[config.mk]
export PLATFORM = sky130hd
export DESIGN_NAME = median_of_nine_filter_top
export DESIGN_NICKNAME = d
export VERILOG_FILES = /design/src/design/med9_pkg.sv /design/src/design/med9_cell.sv /design/src/design/median_of_nine_filter_top.sv
export SDC_FILE = /design/constraint.sdc
export NUM_CORES = 1
export LEC_CHECK = 0
export ABC_CLOCK_PERIOD_IN_PS = 3280
export BUFFER_PORTS_ARGS = -buffer_cell sky130_fd_sc_hd__buf_2
export CAP_MARGIN = 0
export CORE_ASPECT_RATIO = 2
export CORE_MARGIN = 5
export CORE_UTILIZATION = 35
export DETAILED_ROUTE_END_ITERATION = 7
export GPL_TIMING_DRIVEN = 0
export PLACE_DENSITY = 0.54
export SLEW_MARGIN = 20
export SYNTH_ARGS = -nofsm -noshare
export SYNTH_HDL_FRONTEND = slang
export SYNTH_SLANG_ARGS = --single-unit
[constraint.sdc]
create_clock -name aclk -period 3.28 [get_ports aclk]
set_input_delay 0.328 -clock aclk [delete_from_list [all_inputs] [get_ports aclk]]
set_output_delay 0.328 -clock aclk [all_outputs]
set_load 0.005 [all_outputs]
[src/design/med9_pkg.sv]
package med9_pkg;

    localparam int TDATA_BITS  = 16;
    localparam int MEDIAN_BITS = 12;

    typedef struct packed {
        logic insert;
        logic clear;
    } cell_ctrl_t;

    typedef struct packed {
        logic ahead;
        logic valid;
    } cell_link_t;

endpackage

[src/design/med9_cell.sv]
module med9_cell
    import med9_pkg::*;
#(
    parameter int SAMPLE_BITS = 12
) (
    input  logic                   aclk,
    input  logic                   aresetn,
    input  cell_ctrl_t             ctrl,
    input  logic [SAMPLE_BITS-1:0] in_sample,
    input  cell_link_t             left_link,
    input  logic [SAMPLE_BITS-1:0] left_value,
    output cell_link_t             right_link,
    output logic [SAMPLE_BITS-1:0] value_q,
    output logic [SAMPLE_BITS-1:0] value_next
);

    logic [SAMPLE_BITS-1:0] value_reg;
    logic                   valid_reg;
    logic                   valid_next;
    logic                   ahead_here;

    assign ahead_here = !valid_reg || (in_sample < value_reg);

    always_comb begin
        value_next = value_reg;
        valid_next = valid_reg;
        if (ctrl.clear) begin
            valid_next = 1'b0;
        end
        if (ctrl.insert && ahead_here) begin
            if (left_link.ahead) begin
                value_next = left_value;
            end else begin
                value_next = in_sample;
            end
            if (!ctrl.clear) begin
                valid_next = left_link.ahead ? left_link.valid : 1'b1;
            end
        end
    end

    always_ff @(posedge aclk) begin
        if (!aresetn) begin
            valid_reg <= 1'b0;
        end else begin
            valid_reg <= valid_next;
        end
    end

    always_ff @(posedge aclk) begin
        value_reg <= value_next;
    end

    assign right_link.ahead = ahead_here;
    assign right_link.valid = valid_reg;
    assign value_q          = value_reg;

endmodule

[src/design/median_of_nine_filter_top.sv]
// Median-of-nine filter.
// Input stream s_*: one converter sample per transaction in s_tdata[11:0].
// Output stream m_*: one median per window of WINDOW samples in m_tdata[11:0].
// Each accepted sample is inserted in sorted position into a row of WINDOW
// cells in the same cycle, so the block accepts one sample per cycle while
// s_tready is high. The insertion compare in every cell bounds the path.
// The median is registered on the edge that accepts the window's last sample
// and shows on m_tvalid from that edge on; a new window starts with the next
// sample.
// Reset empties the window and drops any pending median.
// While a median waits on a stalled receiver, samples are still taken except
// the one that would complete the next window; s_tready is low only then.
module median_of_nine_filter_top
    import med9_pkg::*;
#(
    parameter int WINDOW      = 9,
    parameter int SAMPLE_BITS = 12
) (
    input  logic                  aclk,
    input  logic                  aresetn,
    input  logic                  s_tvalid,
    output logic                  s_tready,
    input  logic [TDATA_BITS-1:0] s_tdata,   // [11:0] sample
    output logic                  m_tvalid,
    input  logic                  m_tready,
    output logic [TDATA_BITS-1:0] m_tdata    // [11:0] median
);

    localparam int COUNT_BITS = $clog2(WINDOW + 1);
    localparam int MID_INDEX  = (WINDOW - 1) / 2;

    logic [COUNT_BITS-1:0]  fill_count_reg;
    logic [COUNT_BITS-1:0]  fill_count_next;
    logic                   m_tvalid_reg;
    logic                   m_tvalid_next;
    logic [TDATA_BITS-1:0]  m_tdata_reg;
    logic [TDATA_BITS-1:0]  m_tdata_next;
    logic                   window_last;
    logic                   s_accept;
    logic [SAMPLE_BITS-1:0] sample;
    logic [MEDIAN_BITS-1:0] median_cut;
    cell_ctrl_t             ctrl;

    cell_link_t             link     [WINDOW+1];
    logic [SAMPLE_BITS-1:0] value_q  [WINDOW];
    logic [SAMPLE_BITS-1:0] value_nx [WINDOW];
    logic [SAMPLE_BITS-1:0] left_val [WINDOW];

    assign sample      = s_tdata[SAMPLE_BITS-1:0];
    assign window_last = (fill_count_reg == COUNT_BITS'(WINDOW - 1));
    assign s_tready    = !(window_last && m_tvalid_reg && !m_tready);
    assign s_accept    = s_tvalid && s_tready;

    assign ctrl.insert = s_accept;
    assign ctrl.clear  = s_accept && window_last;

    assign link[0] = '{ahead: 1'b0, valid: 1'b0};

    genvar gi;
    generate
        for (gi = 0; gi < WINDOW; gi++) begin : g_cell
            if (gi == 0) begin : g_first
                assign left_val[gi] = '0;
            end else begin : g_rest
                assign left_val[gi] = value_q[gi-1];
            end
            med9_cell #(
                .SAMPLE_BITS (SAMPLE_BITS)
            ) u_cell (
                .aclk       (aclk),
                .aresetn    (aresetn),
                .ctrl       (ctrl),
                .in_sample  (sample),
                .left_link  (link[gi]),
                .left_value (left_val[gi]),
                .right_link (link[gi+1]),
                .value_q    (value_q[gi]),
                .value_next (value_nx[gi])
            );
        end
        if (SAMPLE_BITS >= MEDIAN_BITS) begin : g_cut
            assign median_cut = value_nx[MID_INDEX][MEDIAN_BITS-1:0];
        end else begin : g_ext
            assign median_cut = MEDIAN_BITS'(value_nx[MID_INDEX]);
        end
    endgenerate

    always_comb begin
        fill_count_next = fill_count_reg;
        m_tvalid_next   = m_tvalid_reg;
        m_tdata_next    = m_tdata_reg;
        if (m_tready) begin
            m_tvalid_next = 1'b0;
        end
        if (s_accept) begin
            if (window_last) begin
                fill_count_next = '0;
                m_tvalid_next   = 1'b1;
                m_tdata_next    = TDATA_BITS'(median_cut);
            end else begin
                fill_count_next = fill_count_reg + 1'b1;
            end
        end
    end

    always_ff @(posedge aclk) begin
        if (!aresetn) begin
            fill_count_reg <= '0;
            m_tvalid_reg   <= 1'b0;
        end else begin
            fill_count_reg <= fill_count_next;
            m_tvalid_reg   <= m_tvalid_next;
        end
    end

    always_ff @(posedge aclk) begin
        m_tdata_reg <= m_tdata_next;
    end

    assign m_tvalid = m_tvalid_reg;
    assign m_tdata  = m_tdata_reg;

endmodule

### Word level (Yosys, flattened, before mapping)

Cells that the tools add are included.

| word-level totals | value |
|---|---|
| logic and storage cells | 70 |
| register bits | 82 |

| operators by class | value |
|---|---|
| equal/unequal tests | 1 |
| magnitude comparators | 5 |
| reduce and logical (&&, ||, !) cells | 22 |
| add/sub/neg operators | 1 |
| muxes and demuxes | 28 |

Operator list:

| operator | number |
|---|---|
| 12-bit < comparator | 5 |
| 12-bit 2-to-1 mux | 5 |
| 1-bit 2-to-1 mux | 22 |
| 1-bit logical AND | 9 |
| 1-bit logical NOT | 7 |
| 1-bit logical OR | 5 |
| 4-bit by 1-bit adder with 4-bit output, second input constant | 1 |
| 4-bit equality test, second input constant | 1 |
| 4-bit 2-to-1 mux | 1 |
| 2-bit AND reduction | 1 |

### Depth between registers and ports, before layout

| logic depth | value |
|---|---|
| word-level depth | 9 |
| depth in mapped cells | 9 |
| depth with buffers taken out | 8 |

### By module

A second synthesis with hierarchy kept.

| second synthesis, totals | value |
|---|---|
| cells, all modules | 821 |
| area, all modules | 6645.1 µm² |

Modules (own cells, without submodules):

| module | area each (µm²) | cells an instance | seq. area each (µm²) | times used |
|---|---|---|---|---|
| med9_cell | 1193.6 | 154 | 260.2 | 5 |
| median_of_nine_filter_top | 676.9 | 51 | 460.4 | 1 |

### Worst setup path after synthesis

Ideal clock, no wire load.

| timing path | value |
|---|---|
| path type | flip-flop to flip-flop |
| start | register g_cell[2].u_cell.value_reg[9] |
| end | register g_cell[2].u_cell.value_reg[0], enable pin |
| required time | 2.898 ns |
| path slack | 0.726 ns |
| path buffers | 1 |
| stages on the path, launching flop included | 10 |
| library setup time | 0.382 ns |
| period minus slack after synthesis | 2.554 ns |
| arrival | 2.172 ns |
| cell sequence | edfxtp_1 inv_1 ha_1 a21oi_1 nor2b_1 o21ai_0 nand2_1 a22oi_2 buf_2 nor2b_1 |

| on the way | value |
|---|---|
| word-level cells in the longest chain between the ends | 3 |

RTL lines:

| what | line | RTL |
|---|---|---|
| from (decl) | med9_cell.sv:17 | `logic [SAMPLE_BITS-1:0] value_reg;` |
| from (signal assigned) | med9_cell.sv:51 | `value_reg <= value_next;` |
| 12-bit < comparator | med9_cell.sv:22 | `assign ahead_here = !valid_reg \|\| (in_sample < value_reg);` |
| 1-bit logical OR | med9_cell.sv:22 |  |
| 1-bit logical AND | med9_cell.sv:30 | `if (ctrl.insert && ahead_here) begin` |

No other way between the ends.
A chain may end at the register's enable or synchronous reset.

### Worst setup path in the final report

| timing path | value |
|---|---|
| start | register g_cell[1].u_cell.value_reg[5] |
| end | register g_cell[1].u_cell.value_reg[8], enable pin |

| on the way | value |
|---|---|
| word-level cells in the longest chain between the ends | 3 |

RTL lines:

| what | line |
|---|---|
| from (decl) | med9_cell.sv:17 |
| from (signal assigned) | med9_cell.sv:51 |
| 12-bit < comparator | med9_cell.sv:22 |
| 1-bit logical OR | med9_cell.sv:22 |
| 1-bit logical AND | med9_cell.sv:30 |

No other way between the ends.

==> qor.yml <==
outcome:
  status: "finished, final reports clean"
clocking:
  cts.repair.resized: 0
  cts_setup_buffers: 0
  clock_sinks: 82
  cts_max_level: 3
  ctsHoldBuffers: 0
  cts_tree: "built"
  cts.path.max_buffers: 2
  path_clk_slew_ns: 0.07
  numCtsBuffers: 9
  insertion_delay_ns: 0.34
  root_buffer: "clkbuf_16"
pwr:
  ir_worst_vdd_mv: 0.238
  power_density_nw_per_um2: 504
  power.leakage_uw: 0.00240
yosys:
  synth_largest_area_cell: "edfxtp_1"
  synth_top_family_by_area: "adder cells"
  synthSimpleGateAreaFrac_pct: 9.05
  ys_seq_area_share_pct: 47.0
  yosysUniqueCellTypes: 47
  async_reset_ff_share_pct: 0
  yosys_warnings: 0
  synth-edff-count: 60
  syn_area_per_cell_um2: 11.2
  synth.top_cell.area_share_pct: 37.8
  synth-xor-area-share_pct: 0.184
  synth.ff_latch_count: 82
  synth_area_leaders: "edfxtp_1 38%, ha_1 15%, dfxtp_1 9.2%"
  netlist_instances: 427
  synth-main-ff-cell: "edfxtp_1"
  synthAdderAreaFrac_pct: 14.9
  synthMuxAreaShare_pct: 9.44
  synth_compound_area_share_pct: 12.6
  synthesis.area_um2: 4770
place:
  gp_congestion: 0.743
  place_inst: 613
  io_buffers: 28
  post-dp-hpwl_mm: 7.74
routing:
  wl_per_cell_um: 15.6
  wl_mm: 9.84
  vias_per_cell: 5.09
  drc: 0
  detail-route-antenna-nets: 0
  drtIter0Drc: 87
  vias: 3203
  dr.pass1.iters: 4
global_route:
  met3_usage_pct: 2.20
  grt_usage_pct: 13.0
  met1_usage_pct: 11.8
  grt.overflow.total: 0
  grt_pass1_wl_mm: 16.3
  grt_pass1_vias: 3411
  antenna_found_initial: 0
  top_usage_layer: "met2"
  gr-usage-met2_pct: 27.3
  grt_start_max_net_pins: 14
layout:
  drive_gt1_share_pct: 18.6
  fillers: 1294
  nets: 546
  instances_no_fill: 629
  syn_to_final_growth_pct: 14.0
  num_antenna_cells: 0
  largest_register_ffs: 60
worst_setup_path:
  cp_num_buf_inv: 2
  cpMaxStageDelayCell: "nor2_1"
  crit_path_frequent_cell: "nor2_1"
  cp_max_fo: 12
  cp-startpoint: "g_cell[1].u_cell.value_q[5]"
  required_ns: 3.24
  worstSetupPathType: "reg -> reg"
  cp_top_family: "compound AO/OA/AOI/OAI gates"
  reg2reg_to: "g_cell[1].u_cell.value_q[8]"
  start_kind: "register"
  crit_path_end_kind: "register"
  rr_worst_depth: 9
  cp_data_arrival_time_ns: 2.96
  rrSetupSlack_ns: 0.28
  rr_startpoint: "g_cell[1].u_cell.value_q[5]"
  cp_cell_sequence: "inv_1, ha_1, a21oi_1, nor2_1, a211oi_1, a21oi_2, a21o_4, buf_12, nor2_1"
  critPathMaxStageDelay_ns: 0.76
die:
  start_util_pct: 35.5
  rows: 60
  die_area_um2: 16200
  io_pins: 38
  die_w_um: 92.6
  fp.dieH_um: 175
  coreArea_um2: 13400
timing:
  fin_worst_skew_ns: 0.00819
  clock.fmax_ghz: 0.333
  slew_headroom_pct: 29.2
  min_period_over_period_pct: 91.5
  hold_slack_ns: 0.287
  hold_viol_final: 0
  period_needed_ns: 3.00
  rsz0062_at_grt: "no"
  tightest_slew_ns: 1.06
  finalMaxSlewViolations: 0
  setup_violations: 0
hold_path:
  min_to: "fill_count_reg[2]"
  whs_path_depth: 2
  min_from: "aresetn"
  hold_path_class: "in -> reg"
flow_run:
  maxCapViolations: 0
==> cell usage in the layout, fill, tap and decap left out, types with 9 or more instances in the layout <==
| cell type | n |
|---|---|
| mux2i_1 | 15 |
| nand2_1 | 13 |
| dfxtp_1 | 22 |
| a21oi_1 | 29 |
| mux2_2 | 16 |
| inv_1 | 60 |
| clkbuf_16 | 9 |
| edfxtp_1 | 60 |
| nor2_1 | 28 |
| a221o_1 | 12 |
| buf_2 | 33 |
| ha_1 | 57 |
| and2_1 | 14 |
| o21ai_0 | 16 |
==> per-stage QoR <==
stage	setup slack, ns	area [µm²]	setup TNS [ns]	util [%]	power (µW)
2_1_floorplan	0.726	4780	0	-	1560
3_3_place_gp	-0.0972	5120	-1.44	38.1	1670
3_5_place_dp	-0.0829	5120	-1.14	38.1	1690
4_1_cts	0.115	5440	0	40.5	2780
5_1_grt	0.112	5440	0	40.5	2880
6_report	0.279	5440	0	40.5	2740
==> power by group <==
part	switching [µW]	leakage (µW)	total, µW	internal (µW)
clock	413	0.000153	1080	666
sequential	41.4	0.000754	1250	1210
combinational	228	0.00150	414	186
==> synthesized netlist by cell type, drive strengths merged, types with 2 or more instances <==
cell    count
a21boi      3
and2b       2
buf        11
nor3        2
a21o        8
a221oi      2
a31oi       3
dfxtp      22
inv        60
and2       14
nand2b      4
mux2i      15
ha         57
a21oi      31
nand3       8
o21ai      17
and3        2
nor2b       4
nand2      13
nor2       29
mux2       24
a221o      12
a211oi      3
clkbuf      3
nand4       4
edfxtp     60
==> worst max-delay path by stage <==
stage / to / slack, ns / cells after the start
after floorplan: g_cell[2].u_cell.value_q[0] / 0.73 / 9
after global placement: g_cell[0].u_cell.value_q[4] / -0.1 / 7
after detailed placement: g_cell[2].u_cell.value_q[5] / -0.08 / 9
after CTS: g_cell[2].u_cell.value_q[9] / 0.12 / 9
after global routing: g_cell[0].u_cell.value_q[11] / 0.11 / 7
final: g_cell[1].u_cell.value_q[8] / 0.28 / 9
==> kinds of logic after synthesis <==
| family | after synthesis |
|---|---|
| compound gates | 87 |
| xor+xnor | 1 |
| fa+ha+maj | 57 |
| buf+inv | 74 |
| flops | 82 |
| mux | 39 |
| other cells | 1 |
| simple gates | 86 |
==> metal layers <==
metal	wire, µm	part of all wire, %
met5	0	0
met4	134	1.4
met3	215	2.2
met2	6060	62
met1	3430	35
==> area by class of cell <==
type | instances | area (µm²) | area share (%)
flip-flops and latches | 82 | 2240 | 41.2
multi-input cells | 274 | 2230 | 41.0
clock buffers | 11 | 233 | 4.28
inverters | 60 | 225 | 4.14
well taps | 155 | 194 | 3.57
repair buffers | 28 | 140 | 2.58
plain buffers | 14 | 93.8 | 1.73
clock inverters | 5 | 78.8 | 1.45
Power figures use the tool's default switching activity.
